==> config.mk <==
export PLATFORM = sky130hd
export DESIGN_NAME = rcf_lane
export DESIGN_NICKNAME = d
export VERILOG_FILES = /design/src/sv/rcf_pkg.sv /design/src/sv/rcf_lane.sv
export SDC_FILE = /design/constraint.sdc
export NUM_CORES = 2
export LEC_CHECK = 0
export ABC_AREA = 1
export ABC_CLOCK_PERIOD_IN_PS = 8700
export BUFFER_PORTS_ARGS = -buffer_cell sky130_fd_sc_hd__buf_4
export CAP_MARGIN = 20
export CORE_MARGIN = 3
export CORE_UTILIZATION = 35
export DETAILED_ROUTE_END_ITERATION = 7
export GPL_TIMING_DRIVEN = 0
export PLACE_DENSITY = 0.52
export SLEW_MARGIN = 25
export SYNTH_ARGS = -nofsm -noshare
export SYNTH_HDL_FRONTEND = slang
export SYNTH_SLANG_ARGS = --single-unit
export TNS_END_PERCENT = 30
==> constraint.sdc <==
create_clock -name clk -period 8.7 [get_ports clk]
set_clock_uncertainty 0.2 [all_clocks]
set_input_delay 1.305 -clock clk [delete_from_list [all_inputs] [get_ports clk]]
set_output_delay 1.305 -clock clk [all_outputs]
set_load 0.01 [all_outputs]
==> src/sv/rcf_pkg.sv <==
// ---------------------------------------------------------------------------
// rcf_pkg
// Shared types, constants and register codes of the RGB 3x3 convolution filter.
// ---------------------------------------------------------------------------
package rcf_pkg;

  // default parameter values
  localparam int MAX_WIDTH_DEF = 1024;
  localparam int COEF_BITS_DEF = 8;

  // fixed field widths
  localparam int PIX_W   = 8;
  localparam int RGB_W   = 3 * PIX_W;
  localparam int IMG_W_W = 11;
  localparam int IMG_H_W = 16;
  localparam int ROW_W   = IMG_H_W + 1;   // row position may run past the height
  localparam int CH_EN_W = 3;
  localparam int IDX_W   = 3;

  // lane pipeline: products, sum, magnitude, then one quotient bit per stage
  localparam int DIV_STEPS   = PIX_W;
  localparam int LANE_STAGES = 3 + DIV_STEPS;

  // register reset values
  localparam logic [IMG_W_W-1:0] IMG_W_RST = IMG_W_W'(640);
  localparam logic [IMG_H_W-1:0] IMG_H_RST = IMG_H_W'(480);
  localparam logic [CH_EN_W-1:0] CH_EN_RST = CH_EN_W'(7);

  typedef logic [RGB_W-1:0] rgb_t;

  // configuration register indexes
  typedef enum logic [IDX_W-1:0] {
    REG_IMAGE_WIDTH   = 3'd0,
    REG_IMAGE_HEIGHT  = 3'd1,
    REG_KERNEL_TOP    = 3'd2,
    REG_KERNEL_MIDDLE = 3'd3,
    REG_KERNEL_BOTTOM = 3'd4,
    REG_CHANNEL_EN    = 3'd5,
    REG_DIVIDE_EN     = 3'd6
  } reg_idx_t;

endpackage

==> src/sv/rcf_lane.sv <==
// ---------------------------------------------------------------------------
// rcf_lane
// One color lane: 3x3 multiply, sum, magnitude and bit-per-stage division
// with saturation to 8 bits.
// ---------------------------------------------------------------------------
module rcf_lane #(
  parameter int COEF_BITS = rcf_pkg::COEF_BITS_DEF
) (
  input  logic                                  clk,
  input  logic [rcf_pkg::LANE_STAGES-1:0]       en,
  input  logic [8:0][rcf_pkg::PIX_W-1:0]        pix,
  input  logic [8:0][COEF_BITS-1:0]             coef,
  input  logic [COEF_BITS+2:0]                  divisor,
  output logic [rcf_pkg::PIX_W-1:0]             res
);

  localparam int PW    = rcf_pkg::PIX_W;
  localparam int P_W   = PW + COEF_BITS + 1;
  localparam int ACC_W = P_W + 4;
  localparam int D_W   = COEF_BITS + 3;
  localparam int C_W   = ((ACC_W > D_W + PW) ? ACC_W : D_W + PW) + 1;
  localparam int NDIV  = rcf_pkg::DIV_STEPS;

  logic signed [P_W-1:0]   prod_r [9];
  logic signed [ACC_W-1:0] acc_r;
  logic signed [ACC_W-1:0] sum_c;
  logic [ACC_W-1:0]        mag_c;
  logic [ACC_W-1:0]        rem_r [NDIV+1];
  logic [PW-1:0]           q_r   [NDIV+1];
  logic                    sat_r [NDIV+1];

  // stage 0: nine signed products
  always_ff @(posedge clk) begin
    if (en[0]) begin
      for (int k = 0; k < 9; k++) begin
        prod_r[k] <= $signed({1'b0, pix[k]}) * $signed(coef[k]);
      end
    end
  end

  // stage 1: sum of products
  always_comb begin
    sum_c = '0;
    for (int k = 0; k < 9; k++) begin
      sum_c = sum_c + ACC_W'(prod_r[k]);
    end
  end

  always_ff @(posedge clk) begin
    if (en[1]) begin
      acc_r <= sum_c;
    end
  end

  // stage 2: magnitude and quotient overflow check
  assign mag_c = acc_r[ACC_W-1] ? ACC_W'(-acc_r) : ACC_W'(acc_r);

  always_ff @(posedge clk) begin
    if (en[2]) begin
      rem_r[0] <= mag_c;
      q_r[0]   <= '0;
      sat_r[0] <= C_W'(mag_c) >= (C_W'(divisor) << PW);
    end
  end

  // restoring division, one quotient bit per stage, msb first
  for (genvar j = 0; j < NDIV; j++) begin : g_div
    localparam int BIT = NDIV - 1 - j;
    logic [C_W-1:0] trial;
    logic           ge;

    assign trial = C_W'(divisor) << BIT;
    assign ge    = C_W'(rem_r[j]) >= trial;

    always_ff @(posedge clk) begin
      if (en[3+j]) begin
        rem_r[j+1]      <= ge ? ACC_W'(C_W'(rem_r[j]) - trial) : rem_r[j];
        q_r[j+1]        <= q_r[j] | (PW'(ge) << BIT);
        sat_r[j+1]      <= sat_r[j];
      end
    end
  end

  assign res = sat_r[NDIV] ? '1 : q_r[NDIV];

endmodule

==> reports/qor.txt <==
Min Clock Period, post-route -> 5.23 ns
Yosys cell types -> 52
Cts bufs inserted -> 45
Routed len/inst -> 15.3 microns
IO Count -> 175
Slowest-stage cell, CP -> fa_1
CTS tree -> done
Row cnt -> 129
Vias in the first global route -> 32700
Most frequent cells in the layout -> inv_1 (1282), nand2_1 (1205), ha_1 (508)
Port buffer count -> 39
Hold Buf Count CTS -> 0
Gr ovfl total -> 0
Final instance area -> 48100 sq um
YS warnings -> 0
DRC Markers -> 0
H-tree lvl count -> 2
Routability cong. -> 0.908
CP Cell Sequence -> clkbuf_1, or2_2, fa_1, inv_1, fa_1, fa_1, inv_1, fa_1, inv_1, ha_1, a21oi_1, o21ai_0, a21oi_1, o21ai_0, xor2_1
Worst setup EP type -> flop
Share of cells above drive strength 1 -> 0.0470
Critical path required time -> 8.83 ns
First-pass GRT wire length -> 173000 microns
Top cells by area, synth -> edfxtp_1 (26%), fa_1 (21%), ha_1 (14%)
DR vias -> 31900
Top_reg_cell synth -> edfxtp_1
Die H -> 361 microns
Flops & latches, synth -> 387
Antenna-violating nets left -> 0
Clk pin slew, worst setup/hold paths -> 0.06 ns
Yosys top cell by area -> edfxtp_1
Fmax -> 0.191 GHz
Final Setup Violations -> 0
Nets -> 6415
Data arrival, critical path -> 5.36 ns
Pin count of the biggest net entering global routing -> 89
Post-Syn Nets -> 6328
Post-synth EDFFs -> 387
Skew-Pair Late Insertion Delay -> 0.59 ns
Total track usage -> 0.166
Clock sinks -> 387
Clock Tree Root -> clkbuf_16
Most common cell on crit path -> fa_1
CTS max path bufs -> 3
Slew HR -> 0.412
Crit path max fanout -> 8
Post-route insts no fill -> 6958
Initial Util -> 0.355
Setup TNS Final -> 0 ns
Worst Setup Start Kind -> input pin
CTS resizes -> 0
Measured slew at the worst slew-check pin -> 0.881 ns
Syn Area/Cell -> 8.51 sq um
Area of the mapped netlist -> 44200 sq um
Final HPWL DP -> 90000 microns
Final Hold Vio Count -> 0
Die area -> 131000 sq um
Most common cell after layout, fill and taps aside -> inv_1
Max incr delay on CP -> 0.54 ns
DR vias/cell -> 4.58
Initial DRC Count -> 1611
Antenna violations before repair -> 12
Hold WC Path Type -> reg2reg
RSZ-0062 raised after global routing -> false
Fin crit share -> 0.602
Max Slew Vio Count -> 0
Synthesis-to-layout area growth -> 8.98%
1st-pass router iterations -> 6
Synth async-reset ratio -> 0
DP Area -> 46600 sq um
Critical Setup Path Class -> in2reg
Cells after synthesis -> 5191
Status -> finished clean
Die width -> 361 microns
Share of the synthesized area in the top cell type -> 0.263
Placed Cells -> 6868
Drt total wl -> 107000 microns
Max_cap viols -> 0
Post-CTS Setup Inserts -> 0
Core area -> 124000 sq um
Sequential share of the synthesized area -> 0.263
## per-stage QoR
step,hold slack (ns),utilization,setup WS [ns]
6_report,0.218,0.387,3.47
2_1_floorplan,0.200,-,3.24
4_1_cts,0.219,0.387,3.48
5_1_grt,0.221,0.387,3.25
3_3_place_gp,0.201,0.374,2.87
3_5_place_dp,0.205,0.374,2.84
## routing by layer
layer,GRT usage,vias to the layer above,wire length (microns)
met5,0,-,50
met4,0.0579,8,3990
met3,0.0221,147,3960
met2,0.302,444,53900
met1,0.202,15200,44800
li1,-,16100,-
## registers in the layout, indices dropped and copies added (netlist names)
| name | flops |
|---|---|
| rem_r | 168 |
| prod_r | 153 |
| q_r | 36 |
| acc_r | 21 |
| sat_r | 9 |
## Yosys cell counts, drive strengths merged, types with 2 or more instances
library cell     n
a211oi           7
o211ai           3
nand3b          23
o2111ai          2
o21a            10
and2             5
a21oi          242
clkinv           2
o21ai          137
inv           1286
clkbuf         136
nor3            37
nand3          151
a31oi            3
fa             462
xnor2           67
a21boi           4
nand2         1219
nor4             7
or2             56
edfxtp         387
xor2           116
ha             508
a21o            10
nand4           43
nor2           238
buf             16
o21bai          10
## path summary, 6_finish.rpt
check             cells past startpoint       endpoint      startpoint  slack, ns
setup / recovery                     15  prod_r[0][84]         pix[34]       3.47
hold / removal                        0     q_r[0][71]      q_r[0][63]       0.22
setup reg to reg                     16      acc_r[14]  prod_r[0][104]       4.08
hold reg to reg                       0     q_r[0][71]      q_r[0][63]       0.22
## cell families after synthesis
family,Yosys count,share of synthesized area
xor gates and xnor gates,183,0.0363
AOI/OAI and AO/OA,430,0.0537
adders and majority gates,970,0.353
DFF,387,0.263
and+or+nand+nor,1781,0.169
buffers and inverters,1440,0.124
## cell type report
class / instances / area, sq um
inverters: 1288 / 4830
repair buffers: 40 / 328
flip-flops and latches: 387 / 11600
fillers: 12700 / 76300
clock inverters: 32 / 382
plain buffers: 152 / 661
well taps: 1637 / 2050
diodes: 6 / 15.0
clock buffers: 52 / 1190
multi-input cells: 3364 / 27100
## worst max-delay path, delay by kind of cell
family,cells,cell delay [ns]
fa+ha+maj,5,2.46
compound gates,4,0.70
simple gates,1,0.37
buf+inv,4,0.35
xor+xnor,1,0.16
Power is not shown: default switching activity piles up to over one toggle a cycle in this logic, so the estimate is an artifact.
